==> config.mk <==
export PLATFORM = sky130hd
export DESIGN_NAME = info_frame_byte_stuffing_framer_flat
export DESIGN_NICKNAME = d
export VERILOG_FILES = /design/src/rtl/ifbsf_pkg.sv /design/src/rtl/ifbsf_if.sv /design/src/rtl/ifbsf_expand.sv /design/src/rtl/info_frame_byte_stuffing_framer.sv /design/src/flat_wrapper.sv
export VERILOG_INCLUDE_DIRS = /design/src /design/src/rtl
export SDC_FILE = /design/constraint.sdc
export NUM_CORES = 1
export LEC_CHECK = 0
export BUFFER_PORTS_ARGS = -buffer_cell sky130_fd_sc_hd__buf_2
export CAP_MARGIN = 20
export CORE_ASPECT_RATIO = 1.2
export CORE_MARGIN = 3
export CORE_UTILIZATION = 30
export CTS_CLUSTER_DIAMETER = 50
export DETAILED_ROUTE_END_ITERATION = 10
export GPL_TIMING_DRIVEN = 0
export HOLD_SLACK_MARGIN = 0.03
export PLACE_DENSITY = 0.46
export SYNTH_ARGS = -nofsm -noshare
export SYNTH_HDL_FRONTEND = slang
export SYNTH_SLANG_ARGS = --single-unit
==> constraint.sdc <==
create_clock -name clk -period 4.26 [get_ports clk]
set_input_delay 0.852 -clock clk [delete_from_list [all_inputs] [get_ports clk]]
set_output_delay 0.852 -clock clk [all_outputs]
set_load 0.05 [all_outputs]
==> src/rtl/info_frame_byte_stuffing_framer_macros.svh <==
// Assertion macros for the information frame byte-stuffing framer.
// Included by the modules that assert; expects clk and rst in scope.
`ifndef INFO_FRAME_BYTE_STUFFING_FRAMER_MACROS_SVH
`define INFO_FRAME_BYTE_STUFFING_FRAMER_MACROS_SVH

// condition that must hold at every edge out of reset
`define IFBSF_ASSERT_NOW(label, cond, msg) \
  label: assert property (@(posedge clk) disable iff (rst) (cond)) else $error(msg);

// consequent checked in the same cycle as the antecedent
`define IFBSF_ASSERT_IMP(label, ante, cons, msg) \
  label: assert property (@(posedge clk) disable iff (rst) (ante) |-> (cons)) \
    else $error(msg);

// consequent checked in the cycle after the antecedent
`define IFBSF_ASSERT_NEXT(label, ante, cons, msg) \
  label: assert property (@(posedge clk) disable iff (rst) (ante) |=> (cons)) \
    else $error(msg);

`endif

==> src/rtl/ifbsf_pkg.sv <==
// Shared types and constants of the information frame byte-stuffing framer.
// No dependencies; compile first.
package ifbsf_pkg;

  localparam int unsigned BYTE_W      = 8;
  localparam int unsigned MAX_RESULTS = 9;
  localparam int unsigned CNT_W       = $clog2(MAX_RESULTS + 1);
  localparam int unsigned CTRL_SHIFT  = 6;
  localparam int unsigned NUM_REGS    = 4;
  localparam int unsigned PADDR_W     = $clog2(NUM_REGS) + 2;
  localparam int unsigned PDATA_W     = 32;

  localparam logic [BYTE_W-1:0] FLAG_RESET    = 8'h7E;
  localparam logic [BYTE_W-1:0] ESCAPE_RESET  = 8'h7D;
  localparam logic [BYTE_W-1:0] MASK_RESET    = 8'h20;
  localparam logic [BYTE_W-1:0] ADDRESS_RESET = 8'h03;

  typedef enum logic [$clog2(NUM_REGS)-1:0] {
    REG_FLAG    = 2'd0,
    REG_ESCAPE  = 2'd1,
    REG_MASK    = 2'd2,
    REG_ADDRESS = 2'd3
  } reg_idx_t;

  typedef struct packed {
    logic [BYTE_W-1:0] flag_value;
    logic [BYTE_W-1:0] escape_value;
    logic [BYTE_W-1:0] stuff_mask;
    logic [BYTE_W-1:0] address_value;
  } cfg_t;

  // One expanded item: line bytes in send order (slot 0 first).
  typedef struct packed {
    logic [MAX_RESULTS-1:0][BYTE_W-1:0] bytes;
    logic [CNT_W-1:0]                   count;
    logic                               closes;
    logic                               inside_next;
    logic [BYTE_W-1:0]                  parity_next;
  } run_t;

endpackage

==> src/rtl/ifbsf_if.sv <==
// Channel interfaces of the framer: payload bytes in, line bytes out.
// Depends on ifbsf_pkg.
interface ifbsf_in_if;
  import ifbsf_pkg::*;
  logic              valid;
  logic              ready;
  logic [BYTE_W-1:0] payload_byte;
  logic              sequence_bit;
  logic              last_payload;

  modport source (output valid, payload_byte, sequence_bit, last_payload, input ready);
  modport sink   (input valid, payload_byte, sequence_bit, last_payload, output ready);
endinterface

interface ifbsf_out_if;
  import ifbsf_pkg::*;
  logic              valid;
  logic              ready;
  logic [BYTE_W-1:0] line_byte;
  logic              run_end;
  logic              frame_end;

  modport source (output valid, line_byte, run_end, frame_end, input ready);
  modport sink   (input valid, line_byte, run_end, frame_end, output ready);
endinterface

==> src/rtl/ifbsf_expand.sv <==
// Expands one registered payload byte into its run of line bytes.
// Depends on ifbsf_pkg.
module ifbsf_expand (
  input  ifbsf_pkg::cfg_t                    cfg,
  input  logic                               inside_frame,
  input  logic [ifbsf_pkg::BYTE_W-1:0]       payload_parity,
  input  logic [ifbsf_pkg::BYTE_W-1:0]       payload_byte,
  input  logic                               sequence_bit,
  input  logic                               last_payload,
  output ifbsf_pkg::run_t                    run
);
  import ifbsf_pkg::*;

  logic [BYTE_W-1:0] ctrl;
  logic [BYTE_W-1:0] bcc2;
  logic              data_esc;
  logic              bcc_esc;
  logic [CNT_W-1:0]  pos;

  assign ctrl     = BYTE_W'(sequence_bit) << CTRL_SHIFT;
  assign bcc2     = (inside_frame ? payload_parity : '0) ^ payload_byte;
  assign data_esc = (payload_byte == cfg.escape_value) || (payload_byte == cfg.flag_value);
  assign bcc_esc  = (bcc2 == cfg.escape_value) || (bcc2 == cfg.flag_value);

  always_comb begin
    run.bytes = '0;
    pos       = '0;
    // unstuffed header on the first byte of a frame
    if (!inside_frame) begin
      run.bytes[0] = cfg.flag_value;
      run.bytes[1] = cfg.address_value;
      run.bytes[2] = ctrl;
      run.bytes[3] = cfg.address_value ^ ctrl;
      pos          = CNT_W'(4);
    end
    if (data_esc) begin
      run.bytes[pos]              = cfg.escape_value;
      run.bytes[pos + CNT_W'(1)]  = payload_byte ^ cfg.stuff_mask;
      pos                         = pos + CNT_W'(2);
    end else begin
      run.bytes[pos] = payload_byte;
      pos            = pos + CNT_W'(1);
    end
    if (last_payload) begin
      if (bcc_esc) begin
        run.bytes[pos]             = cfg.escape_value;
        run.bytes[pos + CNT_W'(1)] = bcc2 ^ cfg.stuff_mask;
        pos                        = pos + CNT_W'(2);
      end else begin
        run.bytes[pos] = bcc2;
        pos            = pos + CNT_W'(1);
      end
      run.bytes[pos] = cfg.flag_value;
      pos            = pos + CNT_W'(1);
    end
    run.count       = pos;
    run.closes      = last_payload;
    run.inside_next = !last_payload;
    run.parity_next = last_payload ? '0 : bcc2;
  end

endmodule

==> src/rtl/info_frame_byte_stuffing_framer.sv <==
// Top level of the information frame byte-stuffing framer.
// Depends on ifbsf_pkg, ifbsf_if, ifbsf_expand and the macros header.
//
//   channel   kind      direction  beat
//   feed      valid/rdy in         payload_byte, sequence_bit, last_payload
//   line      valid/rdy out        line_byte, run_end, frame_end
//   apb       psel/pen  in/out     flag, escape, mask, address registers
//
// Each payload beat yields a run of line bytes: 1 for an interior unstuffed
// byte, up to 9 for a one-byte frame with header, both stuffed and closing
// flag. The single-byte line port sends a run one byte per line beat.
// One item waits in the input register while the previous run drains, so
// a new beat enters in the cycle the last byte of a run leaves.
// Reset (rst, synchronous) empties both stages, clears frame state and
// restores register defaults. A line stall holds the head byte in place.
module info_frame_byte_stuffing_framer (
  input  logic                             clk,
  input  logic                             rst,
  ifbsf_in_if.sink                         feed,
  ifbsf_out_if.source                      line,
  input  logic                             psel,
  input  logic                             penable,
  input  logic                             pwrite,
  input  logic [ifbsf_pkg::PADDR_W-1:0]    paddr,
  input  logic [ifbsf_pkg::PDATA_W-1:0]    pwdata,
  output logic [ifbsf_pkg::PDATA_W-1:0]    prdata,
  output logic                             pready
);
  import ifbsf_pkg::*;

  `include "info_frame_byte_stuffing_framer_macros.svh"

  // configuration registers
  cfg_t     cfg;
  reg_idx_t reg_sel;

  // input register
  logic              in_vld;
  logic [BYTE_W-1:0] in_byte;
  logic              in_seq;
  logic              in_last;

  // frame state, advanced when an item moves into the emitter
  logic              framing;
  logic [BYTE_W-1:0] parity;

  // emitter: slot 0 is the head byte on the line
  logic [MAX_RESULTS-1:0][BYTE_W-1:0] slots;
  logic [CNT_W-1:0]                   count;
  logic                               closes;

  run_t run;
  logic take;
  logic line_beat;

  assign reg_sel = reg_idx_t'(paddr[PADDR_W-1:2]);
  assign pready  = 1'b1;

  // --- APB register file --------------------------------------------------
  always_ff @(posedge clk) begin
    if (rst) begin
      cfg.flag_value    <= FLAG_RESET;
      cfg.escape_value  <= ESCAPE_RESET;
      cfg.stuff_mask    <= MASK_RESET;
      cfg.address_value <= ADDRESS_RESET;
    end else if (psel && penable && pwrite && pready) begin
      case (reg_sel)
        REG_FLAG:    cfg.flag_value    <= pwdata[BYTE_W-1:0];
        REG_ESCAPE:  cfg.escape_value  <= pwdata[BYTE_W-1:0];
        REG_MASK:    cfg.stuff_mask    <= pwdata[BYTE_W-1:0];
        REG_ADDRESS: cfg.address_value <= pwdata[BYTE_W-1:0];
        default: ;
      endcase
    end
  end

  always_comb begin
    case (reg_sel)
      REG_FLAG:    prdata = PDATA_W'(cfg.flag_value);
      REG_ESCAPE:  prdata = PDATA_W'(cfg.escape_value);
      REG_MASK:    prdata = PDATA_W'(cfg.stuff_mask);
      REG_ADDRESS: prdata = PDATA_W'(cfg.address_value);
      default:     prdata = '0;
    endcase
  end

  // --- handshakes ---------------------------------------------------------
  assign line_beat  = line.valid && line.ready;
  // load the emitter when it is empty or sends its final byte this cycle
  assign take       = in_vld && ((count == '0) || ((count == CNT_W'(1)) && line.ready));
  assign feed.ready = !in_vld || take;

  // --- input register -----------------------------------------------------
  always_ff @(posedge clk) begin
    if (rst) begin
      in_vld <= 1'b0;
    end else if (feed.ready) begin
      in_vld <= feed.valid;
    end
  end

  always_ff @(posedge clk) begin
    if (feed.valid && feed.ready) begin
      in_byte <= feed.payload_byte;
      in_seq  <= feed.sequence_bit;
      in_last <= feed.last_payload;
    end
  end

  // --- expansion: header, stuffing, block check, closing flag -------------
  ifbsf_expand u_expand (
    .cfg            (cfg),
    .inside_frame   (framing),
    .payload_parity (parity),
    .payload_byte   (in_byte),
    .sequence_bit   (in_seq),
    .last_payload   (in_last),
    .run            (run)
  );

  // advance frame state as the item leaves the input register
  always_ff @(posedge clk) begin
    if (rst) begin
      framing <= 1'b0;
      parity  <= '0;
    end else if (take) begin
      framing <= run.inside_next;
      parity  <= run.parity_next;
    end
  end

  // --- emitter: shift one byte out per line beat --------------------------
  always_ff @(posedge clk) begin
    if (rst) begin
      count <= '0;
    end else if (take) begin
      count <= run.count;
    end else if (line_beat) begin
      count <= count - CNT_W'(1);
    end
  end

  always_ff @(posedge clk) begin
    if (take) begin
      slots  <= run.bytes;
      closes <= run.closes;
    end else if (line_beat) begin
      slots <= {BYTE_W'(0), slots[MAX_RESULTS-1:1]};
    end
  end

  assign line.valid     = (count != '0);
  assign line.line_byte = slots[0];
  assign line.run_end   = (count == CNT_W'(1));
  assign line.frame_end = closes && (count == CNT_W'(1));

  // --- assertions ---------------------------------------------------------
  `IFBSF_ASSERT_NOW(a_count_range, count <= CNT_W'(MAX_RESULTS), "emitter count overflow")
  `IFBSF_ASSERT_IMP(a_run_nonempty, take, run.count != '0, "empty run loaded")
  `IFBSF_ASSERT_IMP(a_close_is_run_end, line.valid && line.frame_end, line.run_end,
                    "closing flag not at end of run")
  `IFBSF_ASSERT_NEXT(a_load_count, take, count == $past(run.count), "emitter load lost")
  `IFBSF_ASSERT_NEXT(a_close_clears, take && run.closes, !framing && (parity == '0),
                     "frame state not cleared on close")

endmodule
==> src/flat_wrapper.sv <==
// flat-port wrapper written by rule: the top's interface ports become plain ports
module info_frame_byte_stuffing_framer_flat import ifbsf_pkg::*;
  (clk, rst, psel, penable, pwrite, paddr, pwdata, prdata, pready, feed_valid, feed_payload_byte, feed_sequence_bit, feed_last_payload, feed_ready, line_valid, line_line_byte, line_run_end, line_frame_end, line_ready);
  ifbsf_in_if feed_i ();
  ifbsf_out_if line_i ();
  input  logic clk;
  input  logic rst;
  input  logic psel;
  input  logic penable;
  input  logic pwrite;
  input  logic [ifbsf_pkg::PADDR_W-1:0] paddr;
  input  logic [ifbsf_pkg::PDATA_W-1:0] pwdata;
  output logic [ifbsf_pkg::PDATA_W-1:0] prdata;
  output logic pready;
  input wire logic [$bits(feed_i.valid)-1:0] feed_valid;
  input wire logic [$bits(feed_i.payload_byte)-1:0] feed_payload_byte;
  input wire logic [$bits(feed_i.sequence_bit)-1:0] feed_sequence_bit;
  input wire logic [$bits(feed_i.last_payload)-1:0] feed_last_payload;
  output wire logic [$bits(feed_i.ready)-1:0] feed_ready;
  output wire logic [$bits(line_i.valid)-1:0] line_valid;
  output wire logic [$bits(line_i.line_byte)-1:0] line_line_byte;
  output wire logic [$bits(line_i.run_end)-1:0] line_run_end;
  output wire logic [$bits(line_i.frame_end)-1:0] line_frame_end;
  input wire logic [$bits(line_i.ready)-1:0] line_ready;
  assign feed_i.valid = feed_valid;
  assign feed_i.payload_byte = feed_payload_byte;
  assign feed_i.sequence_bit = feed_sequence_bit;
  assign feed_i.last_payload = feed_last_payload;
  assign feed_ready = feed_i.ready;
  assign line_valid = line_i.valid;
  assign line_line_byte = line_i.line_byte;
  assign line_run_end = line_i.run_end;
  assign line_frame_end = line_i.frame_end;
  assign line_i.ready = line_ready;
  info_frame_byte_stuffing_framer u_core (.clk(clk), .rst(rst), .feed(feed_i), .line(line_i), .psel(psel), .penable(penable), .pwrite(pwrite), .paddr(paddr), .pwdata(pwdata), .prdata(prdata), .pready(pready));
endmodule
; After elaboration in Yosys (flattened, before gate mapping)
; Cells that the tools add are included.
; W data, S select, Z words.
[totals]
output_inout_bits = 45
register_bits = 129
in_bits = 53
word_cells = 109
[classes]
n_bitwise = 4
add_sub_neg = 6
muxes = 34
n_reduce_logical = 26
n_eq_ne = 8
n_lt_le_gt_ge = 10
[ops]
columns = cell, count
row1 = $bwmux W72, 7
row2 = $mux W72, 6
row3 = $demux W8 S4, 5
row4 = $pmux W32 S4, 1
row5 = $mux W8, 7
row6 = $eq A8 B8 Y1, 4
row7 = $mux W32, 1
row8 = $lt A4 B5 Y1 const B, 5
row9 = $mux W4, 6
row10 = $xor A8 B8 Y8, 3
row11 = $ge A4 B1 Y1 const B, 5
row12 = $add A4 B1 Y4 const B, 3
row13 = $logic_and A1 B1 Y1, 12
row14 = $add A4 B2 Y4 const B, 2
row15 = $reduce_and A2 Y1, 4
row16 = $xor A8 B7 Y8, 1
row17 = $eq A2 B2 Y1 const B, 2
row18 = $eq A4 B1 Y1 const B, 1
row19 = $logic_not A4 Y1, 1
row20 = $logic_or A1 B1 Y1, 4
row21 = $reduce_bool A4 Y1, 1
row22 = $sub A4 B1 Y4 const B, 1
row23 = $mux W3, 1
row24 = $eq A2 B1 Y1 const B, 1
row25 = 3 further kinds, 4

; Longest topological paths before layout
; Gate-level depths: netlist of run 1.
[logic_depth]
depth_word = 15
ltp_mapped = 19
depth_no_buf = 13

; Hierarchy
; A second synthesis of run 1 with hierarchy kept.
[unflattened]
cells_unflattened = 1113
hier_area_um2 = 9285.2
[modules_own_cells]
columns = module, area_per_inst_um2, seq_area_each_um2, cells_each, instances
row1 = info_frame_byte_stuffing_framer, 5651.7, 3413.3, 544, 1
row2 = ifbsf_expand, 3633.5, 0.0, 569, 1

; Least setup slack after synthesis of run 1
; OpenSTA, ideal clock, no wires.
[synth_timing]
path_kind = reg2reg
startpoint = register u_core.framing
endpoint = register u_core.slots[15] (netlist name) (data pin)
period_less_slack_ps = 4041
setup_slack_ps = 219
required_time_ps = 3999
t_arrival_ps = 3780
stages_incl_launch_ff = 18
setup_ps = 261
path_buffers = 6
path_cell_list = dfxtp_1 > buf_4 > buf_6 > nand2_4 > xor2_4 > a211o_1 > or4_1 > buf_4 > nand2_4 > buf_2 > buf_2 > ha_1 > clkbuf_1 > nand2_1 > nand4b_1 > and2_1 > and3_1 > a221o_1
[synth_between]
elab_chain_len = 15
elab_cells_between_ends = 52
cone_classes = add/sub (4) / order compare (10) / eq/ne (2) / mux (28) / bitwise (2) / reduce/logical (6)
[synth_lines]
columns = element, line
row1 = "start, declared", info_frame_byte_stuffing_framer.sv:44  ; logic framing;
row2 = "start signal, assigned", info_frame_byte_stuffing_framer.sv:127  ; framing <= run.inside_next;
row3 = branches (longest 13 deep; another with $lt A4 B5 Y1), --
row4 = $mux W72 *, ifbsf_expand.sv:44  ; if (last_payload) begin
row5 = $mux W72 *, info_frame_byte_stuffing_framer.sv:144  ; if (take) begin
row6 = "end signal, assigned", info_frame_byte_stuffing_framer.sv:145  ; slots <= run.bytes;
row7 = "end signal, assigned", info_frame_byte_stuffing_framer.sv:148  ; slots <= {BYTE_W'(0), slots[MAX_RESULTS-1:1]};
row8 = "end, declared", info_frame_byte_stuffing_framer.sv:48  ; logic [MAX_RESULTS-1:0][BYTE_W-1:0] slots;
; Every way passes the cells marked *. The select of a mux whose other input is x is not followed.
; A chain may end at the register's enable or synchronous reset.

; Worst setup path in the final report of run 1
[layout_timing]
startpoint = register u_core.framing
endpoint = register u_core.slots[22] (netlist name) (data pin)
; The elaborated chain is that of the path after synthesis.

==> impl_results.md, run 1 <==
- Non-Filler Cell Area, Final: 10900 um2
- Asr flop ratio synth: 0%
- Fmax: 240 MHz
- Reported net switching power: 0.00276 W
- Dpl hpwl: 33.1 mm
- Final Util: 36.3%
- Pint: 0.00362 W
- Setup TNS Final: 0 ps
- Setup slack after layout: 87.6 ps
- Avg Vias per Cell: 5.95
- Syn-to-layout area delta: 17.7%
- H-tree depth: 4
- Initial Util: 30.8%
- Root cell of the clock tree: clkbuf_16
- Synth Flop Type: edfxtp_1
- Comb pwr share: 43.1%
- Post-DR wirelength/cell: 28.6 um
- Non-filler instance count after layout: 1517
- DP Worst Slack: -1310 ps
- VDD IR-drop max: 0.278 mV
- Endpoints failing hold: 0
- I/O pins: 98
- Share of cells above drive strength 1: 18.9%
- GR Util All Layers: 25.9%
- Largest net degree at the start of global routing: 46
- Antenna violations before repair: 0
- Worst setup EP type: flip-flop
- Setup violators final: 0
- Remaining antenna violation count: 0
- Reg power frac: 33.6%
- Synthesized flop and latch total: 129
- Cells after Synth: 1023
- CP Launch Type: flip-flop
- Crit path DAT: 4350 ps
- Status: complete, no violations
- First-pass DRT Iterations: 5
- Die width: 166 um
- Mapped cell area: 9230 um2
- Routed vias: 9024
- Worst-margin pin slew: 1110 ps
- Pleak: 4.15 nW
- Post-Route WL: 43.4 mm
- GP Congestion: 0.995
- Core Area: 30000 um2
- Final nets: 1181
- Slew Limit Fails: 0
- Clock share of power: 23.2%
- Die Span Y: 198 um
- Longest Clk Path Bufs: 2
- Clock Skew: 12.0 ps
- Post-synth EDFFs: 83
- Vias in the first global route: 8750
- Syn_area_per_cell: 9.02 um2
- GRT overflow: 0
- Post-route DRC: 0
- Die area: 32900 um2
- Initial drt markers: 985
- Rows: 69
- Post-DP Area: 10100 um2
- First-pass GRT wire length: 61.9 mm
- Antenna cells: 0
- Pwr Density: 587 nW/um2
- I/O Buffers: 45
- Seq/Total Area, Yosys: 37.0%
- Setup Crit Path Kind: flip-flop to flip-flop
- Clock-pin transition on the worst setup and hold timing paths: 70 ps
- Netlist cell types: 81
- Num CTS Buffers: 17
- Slew margin rel.: 25.8%
- Clk_lat worst skew: 450 ps
- Critical path required time: 4440 ps
- Share of the clock period used by the worst path after layout: 97.9%
- CTS tree: done
- HP Class: flip-flop to flip-flop
- Tmin final: 4170 ps
- RSZ-0062 raised after global routing: no
- Max cap viols: 0
- Worst-path maximum fanout: 11
- Dpl cells: 1482
- Fraction of power spent switching nets: 43.2%
- YS warnings: 0
- Clock sink count: 129
## cells in the mapped netlist, types with 12 or more instances
library cell	number	area (um2)
a2111oi_0	12	105
a211o_1	16	140
a211oi_1	18	135
a21oi_1	65	325
a221o_1	13	130
a22oi_1	12	90.1
a31oi_1	13	81.3
a32o_1	14	140
and2_1	15	93.8
and3_1	24	150
buf_2	23	115
buf_4	35	263
clkbuf_1	65	244
dfxtp_1	46	921
edfxtp_1	83	2490
ha_1	14	175
inv_1	24	90.1
mux2i_1	27	270
nand2_1	77	289
nand3_1	18	90.1
nor2_1	87	327
nor2b_1	12	75.1
nor3_1	20	100
o21ai_0	57	285
xnor2_1	32	280
xor2_1	18	158
## critical path: stages, from the launching register on
cell	delay, ps
dfxtp_2	390
buf_6	160
buf_8	160
nand2_4	90
xor2_4	170
a211o_1	300
or4_1	510
buf_4	200
nand2_4	110
inv_2	70
buf_6	150
buf_2	230
ha_1	250
inv_1	130
a21oi_4	80
clkbuf_4	260
nor4b_1	540
a211oi_1	100
## sequential cells by signal (all words and copies together), names as in the netlist
register and cells:
u_core.parity 8, u_core.cfg 32, u_core.in_last 1, u_core.slots 64, u_core.in_seq 1, u_core.closes 1
u_core.framing 1, u_core.in_byte 8, u_core.in_vld 1, u_core.line.line_byte 8, u_core.count 4
## cell type report
type	instances	area (um2)
Fill cell	3090	19100
Clock inverter	14	129
Multi-Input combinational cell	760	5280
Sequential cell	129	3410
Clock buffer	18	439
Buffer	127	723
Timing Repair Buffer	52	298
Tap cell	390	488
Inverter	27	101
## layer usage
layer / GRT usage (%) / wire length, um / vias up
met5: 0 / 0 / -
met4: 16.3 / 3120 / 0
met3: 3.71 / 2850 / 142
met2: 42.2 / 19800 / 517
met1: 32.3 / 17600 / 4386
li1: - / - / 3979
## layout by cell type, fill, tap and decap left out, drive strengths merged, types with 27 or more instances in the layout
master / synthesis / layout
a21oi: 66 / 66
buf: 64 / 117
clkbuf: 66 / 80
dfxtp: 46 / 46
edfxtp: 83 / 83
inv: 26 / 32
mux2i: 27 / 27
nand2: 80 / 80
nor2: 87 / 87
o21ai: 66 / 66
xnor2: 32 / 32
## cells by family after synthesis
kind of cell	after synthesis	synth area share, %
adder cells (fa/ha/maj)	14	1.90
flip-flops	129	37.0
AO/OA/AOI/OAI	330	25.3
other	2	0.0814
multiplexers	40	5.49
buffers and inverters	157	8.38
AND/OR/NAND/NOR	294	15.5
XOR/XNOR	57	6.38
## power by group through the flow
stage                     clock network [W]  registers [W]  logic (W)
after floorplan                           0        0.00207    0.00174
after global placement                    0        0.00219    0.00261
after detailed placement                  0        0.00216    0.00264
after CTS                           0.00150        0.00215    0.00267
after global routing                0.00153        0.00218    0.00290
final                               0.00148        0.00215    0.00275
## repair_timing
action,CTS,global route
setup endpoints to repair,74,56
pin swaps,3,2
resized for setup,42,28
hold buffers,0,0
endpoints found under the hold margin,0,0
buffers inserted,1,5
## through the flow
| step | hold slack [ps] | total power [W] |
|---|---|---|
| 3_3_place_gp | 465 | 0.00479 |
| 5_1_grt | 524 | 0.00661 |
| 2_1_floorplan | 445 | 0.00380 |
| 4_1_cts | 488 | 0.00631 |
| 3_5_place_dp | 472 | 0.00480 |
| 6_report | 485 | 0.00638 |
## final timing paths
check	from	end	slack [ps]	depth (start not counted)
min	u_core.parity[4]$_SDFFE_PP0P_	u_core.parity[4]$_SDFFE_PP0P_	490	2
max reg2reg	u_core.framing$_SDFFE_PP0P_	u_core.slots[22]$_DFFE_PP_	90	17
max	u_core.framing$_SDFFE_PP0P_	u_core.slots[22]$_DFFE_PP_	90	17
min reg2reg	u_core.parity[4]$_SDFFE_PP0P_	u_core.parity[4]$_SDFFE_PP0P_	490	2
(Power assumes the default switching activity.)
==> run 2, diff against run 1 <==
- CORE_UTILIZATION: 30 -> 40
- PLACE_DENSITY: 0.46 -> 0.58
==> impl_results.md, run 2 (synthesis gave the netlist of run 1 again) <==
- Clock-pin transition on the worst setup and hold timing paths: 70 ps
- Antenna cells: 0
- Setup TNS Final: 0 ps
- VDD IR-drop max: 0.290 mV
- Dpl hpwl: 30.9 mm
- Antenna violations before repair: 0
- Hold WS: 495 ps
- Syn-to-layout area delta: 16.7%
- Die Span Y: 172 um
- GRT overflow: 0
- H-tree depth: 4
- Root cell of the clock tree: clkbuf_16
- Final Power: 0.00629 W
- Clk_lat worst skew: 450 ps
- Most common cell after layout, fill and taps aside: nor2_1
- Most frequent cells in the layout: nor2_1 (86), edfxtp_1 (83), nand2_1 (73)
- Met2 Use GR: 51.1%
- Slew Limit Fails: 0
- First-pass DRT Iterations: 7
- Grt peak-use layer: met2
- Initial drt markers: 1378
- Num CTS Buffers: 17
- RSZ-0062 raised after global routing: no
- I/O pins: 98
- Dpl cells: 1402
- Grt met1 use: 41.4%
- Share of the clock period used by the worst path after layout: 97.6%
- Biggest regs: u_core.slots (64), u_core.cfg (32)
- Post-route DRC: 0
- Worst-margin pin slew: 1160 ps
- HP Class: flip-flop to flip-flop
- Post-DR wirelength/cell: 28.5 um
- I/O Buffers: 45
- Crit path DAT: 4330 ps
- Setup violators final: 0
- Avg Vias per Cell: 6.40
- GR Util All Layers: 32.6%
- Critical path required time: 4430 ps
- Final nets: 1180
- Setup Crit Path Kind: flip-flop to flip-flop
- Max cap viols: 0
- Vias in the first global route: 8629
- Tmin final: 4160 ps
- GP Congestion: 1.05
- Max reg flops: 64
- CTS tree: done
- CP Launch Type: flip-flop
- Largest net degree at the start of global routing: 69
- Longest Clk Path Bufs: 2
- Rows: 60
- Routed vias: 9189
- Non-filler instance count after layout: 1436
- Core Area: 22600 um2
- Met3 Track Usage GR: 6.72%
- Endpoints failing hold: 0
- Remaining antenna violation count: 0
- Top reg by flops: u_core.slots
- Status: complete, no violations
- Clock Skew: 14.1 ps
- Initial Util: 40.9%
- Die area: 24900 um2
- Worst-path maximum fanout: 15
- Fmax: 240 MHz
- Share of cells above drive strength 1: 19.4%
- Die width: 145 um
- Worst setup EP type: flip-flop
- Cts hold-fix bufs: 0
- First-pass GRT wire length: 58.3 mm
- Pleak: 4.13 nW
- Pwr Density: 584 nW/um2
- Post-Route WL: 40.9 mm
- Final Util: 47.7%
- Clock sink count: 129
- Slew margin rel.: 22.0%
-- run 2: layout make-up --
type | instances | area [um2]
Buffer | 126 | 712
Clock buffer | 20 | 458
Clock inverter | 12 | 95.1
Fill cell | 2189 | 11800
Inverter | 27 | 101
Multi-Input combinational cell | 760 | 5310
Sequential cell | 129 | 3420
Tap cell | 310 | 388
Timing Repair Buffer | 52 | 298
-- run 2: repair_timing --
action                                 CTS  global route
setup endpoints to repair               73            58
resized for setup                       36            36
buffers inserted                         3             3
endpoints found under the hold margin    0             0
pin swaps                                1             5
-- run 2: through the flow --
step / cell area (um2) / worst slack (ps)
2_1_floorplan: 9320 / 219
3_3_place_gp: 9930 / -1190
3_5_place_dp: 9960 / -1130
4_1_cts: 10600 / 20.6
5_1_grt: 10800 / 4.50
6_report: 10800 / 100
-- run 2: worst paths after layout --
path / depth (start not counted) / to / startpoint / slack (ps)
min: 2 / u_core.parity[4]$_SDFFE_PP0P_ / u_core.parity[4]$_SDFFE_PP0P_ / 500
max reg2reg: 15 / u_core.slots[8]$_DFFE_PP_ / u_core.in_byte[4]$_DFFE_PP_ / 100
max: 15 / u_core.slots[8]$_DFFE_PP_ / u_core.in_byte[4]$_DFFE_PP_ / 100
min reg2reg: 2 / u_core.parity[4]$_SDFFE_PP0P_ / u_core.parity[4]$_SDFFE_PP0P_ / 500
-- run 2: power by group --
part	leakage [nW]	switching (W)	internal, W
registers	1.18	0.000194	0.00195
logic	2.68	0.00187	0.000839
clock network	0.266	0.000638	0.000791
-- run 2: worst max-delay path, cell delays in order, from the launching register on --
cell and delay [ps]:
edfxtp_1 320, buf_2 260, xor2_1 340, nor2b_1 90, nand4_1 150, clkbuf_4 260, nand2_2 190, inv_1 170
buf_2 310, buf_4 300, ha_1 310, buf_2 310, nor2_1 80, nand3_1 120, nand2_1 210, a221o_1 470
-- run 2: per-layer routing --
| metal | vias up | part of all wire (%) |
|---|---|---|
| met3 | 160 | 9.4 |
| met2 | 665 | 45 |
| met5 | - | 0 |
| li1 | 3973 | - |
| met4 | 0 | 7.2 |
| met1 | 4391 | 39 |
==> run 3, diff against run 2 <==
- BUFFER_PORTS_ARGS: -buffer_cell sky130_fd_sc_hd__buf_2 -> not set
- DONT_BUFFER_PORTS: not set -> 1
- PLACE_DENSITY: 0.58 -> 0.54
==> impl_results.md, run 3 (synthesis gave the netlist of run 1 again) <==
- Max cap viols: 0
- Crit path DAT: 4410 ps
- Pwr Density: 602 nW/um2
- Endpoints failing hold: 0
- Syn-to-layout area delta: 14.7%
- GRT overflow: 0
- Hold WS: 487 ps
- Final nets: 1134
- Most frequent cells in the layout: nor2_1 (87), edfxtp_1 (83), nand2_1 (73)
- CP Cell Sequence: buf_2 > xnor2_1 > nand4_1 > or4_1 > buf_2 > nand2_2 > buf_6 > ha_1 > clkbuf_2 > nor2_1 > o21ai_2 > a21oi_1 > a2111oi_1 > a211oi_1
- Met2 Use GR: 54.3%
- Core Area: 22600 um2
- I/O Buffers: 0
- Initial drt markers: 1190
- Clock-pin transition on the worst setup and hold timing paths: 60 ps
- Longest Clk Path Bufs: 2
- Initial Util: 40.9%
- Cts hold-fix bufs: 0
- RSZ-0062 raised after global routing: yes
- Critical path required time: 4420 ps
- Met3 Track Usage GR: 7.83%
- Worst-path maximum fanout: 14
- Die Span Y: 172 um
- Status: complete, no violations
- Post-route DRC: 0
- Num CTS Buffers: 17
- Grt met1 use: 43.6%
- Setup TNS Final: 0 ps
- I/O pins: 98
- GR Util All Layers: 34.6%
- CTS tree: done
- Setup violators final: 0
- Vias in the first global route: 8763
- CP Launch Type: flip-flop
- Clock sink count: 129
- Avg Vias per Cell: 6.45
- Root cell of the clock tree: clkbuf_16
- Most common cell after layout, fill and taps aside: nor2_1
- Setup Crit Path Kind: flip-flop to flip-flop
- Remaining antenna violation count: 0
- First-pass GRT wire length: 61.1 mm
- GP Congestion: 1.04
- Max reg flops: 64
- Top reg by flops: u_core.slots
- HP Class: flip-flop to flip-flop
- Worst path max stage delay: 640 ps
- Top cell by count, worst path: buf_2
- Slew margin rel.: 17.6%
- Grt peak-use layer: met2
- Clock Skew: 11.1 ps
- Share of cells above drive strength 1: 15.3%
- Slew Limit Fails: 0
- Post-Route WL: 42.7 mm
- Die area: 24900 um2
- Largest net degree at the start of global routing: 66
- Pleak: 3.97 nW
- Worst setup EP type: flip-flop
- Fmax: 235 MHz
- Antenna violations before repair: 0
- Routed vias: 8966
- First-pass DRT Iterations: 7
- VDD IR-drop max: 0.289 mV
- Dpl hpwl: 32.2 mm
- Critical path's slowest cell: a2111oi_1
- Layout filler cell count: 2194
- Biggest regs: u_core.slots (64), u_core.cfg (32)
- Die width: 145 um
- Post-DR wirelength/cell: 30.7 um
- H-tree depth: 4
- Tmin final: 4250 ps
- Clk_lat worst skew: 440 ps
- Rows: 60
- Share of the clock period used by the worst path after layout: 99.8%
- Worst-margin pin slew: 1220 ps
-- run 3: changes by cell type in the layout (fill, tap and decap cells not counted), moves of 2 or more --
cell and change:
a21oi_1 +3, a21oi_2 -4, clkbuf_2 +3, clkbuf_4 +2, buf_2 -47, buf_4 -4
inv_4 -2
-- run 3: where the power goes --
| group | internal (W) | switching (W) |
|---|---|---|
| clock | 0.000901 | 0.000652 |
| combinational | 0.000782 | 0.00188 |
| sequential | 0.00195 | 0.000204 |
| total | 0.00364 | 0.00273 |
-- run 3: worst paths after layout --
check             slack, ps                       endpoint  cells after the start                           from
hold / removal          490  u_core.parity[4]$_SDFFE_PP0P_                      2  u_core.parity[4]$_SDFFE_PP0P_
setup / recovery          9     u_core.slots[33]$_DFFE_PP_                     14    u_core.in_byte[1]$_DFFE_PP_
hold reg to reg         490  u_core.parity[4]$_SDFFE_PP0P_                      2  u_core.parity[4]$_SDFFE_PP0P_
setup reg to reg          9     u_core.slots[33]$_DFFE_PP_                     14    u_core.in_byte[1]$_DFFE_PP_
-- run 3: per-layer routing --
| layer | vias up | part of all wire (%) |
|---|---|---|
| li1 | 3887 | - |
| met4 | 0 | 7.0 |
| met1 | 4337 | 39 |
| met3 | 159 | 9.3 |
| met5 | - | 0 |
| met2 | 583 | 45 |
-- run 3: timing repair --
item | in CTS | in global routing
pin swaps | 1 | 2
buffers inserted | 3 | 1
endpoints found under the setup margin | 73 | 53
resized for setup | 44 | 21
-- run 3: worst max-delay path: cells and delay by family (launching register included) --
family / cells / cell delay, ps
AOI/OAI and AO/OA: 4 / 1270
and+or+nand+nor: 4 / 950
buffers and inverters: 4 / 940
DFF: 1 / 360
xor gates and xnor gates: 1 / 250
adders and majority gates: 1 / 190
-- run 3: final cells by class --
type | instances | area, um2 | area share (%)
multi-input combinational | 760 | 5280 | 49.9
sequential | 129 | 3420 | 32.3
buffer | 127 | 721 | 6.81
clock buffer | 21 | 493 | 4.66
tap | 310 | 388 | 3.66
clock inverter | 11 | 113 | 1.06
inverter | 27 | 101 | 0.958
timing repair buffer | 5 | 70.1 | 0.662
antenna | 1 | 2.50 | 0.0236
-- run 3: metrics by stage --
stage | instances | cell area, um2 | total power (W) | setup WS (ps) | util (%)
finish | 1391 | 10600 | 0.00637 | 8.62 | 46.8
global route | 1390 | 10600 | 0.00660 | 1.08 | 46.8
CTS | 1391 | 10500 | 0.00628 | -26.2 | 46.5
detailed placement | 1357 | 9740 | 0.00472 | -1330 | 43.1
global placement | 1356 | 9710 | 0.00471 | -1490 | 43.0
floorplan | 1046 | 9320 | 0.00380 | 219 | -
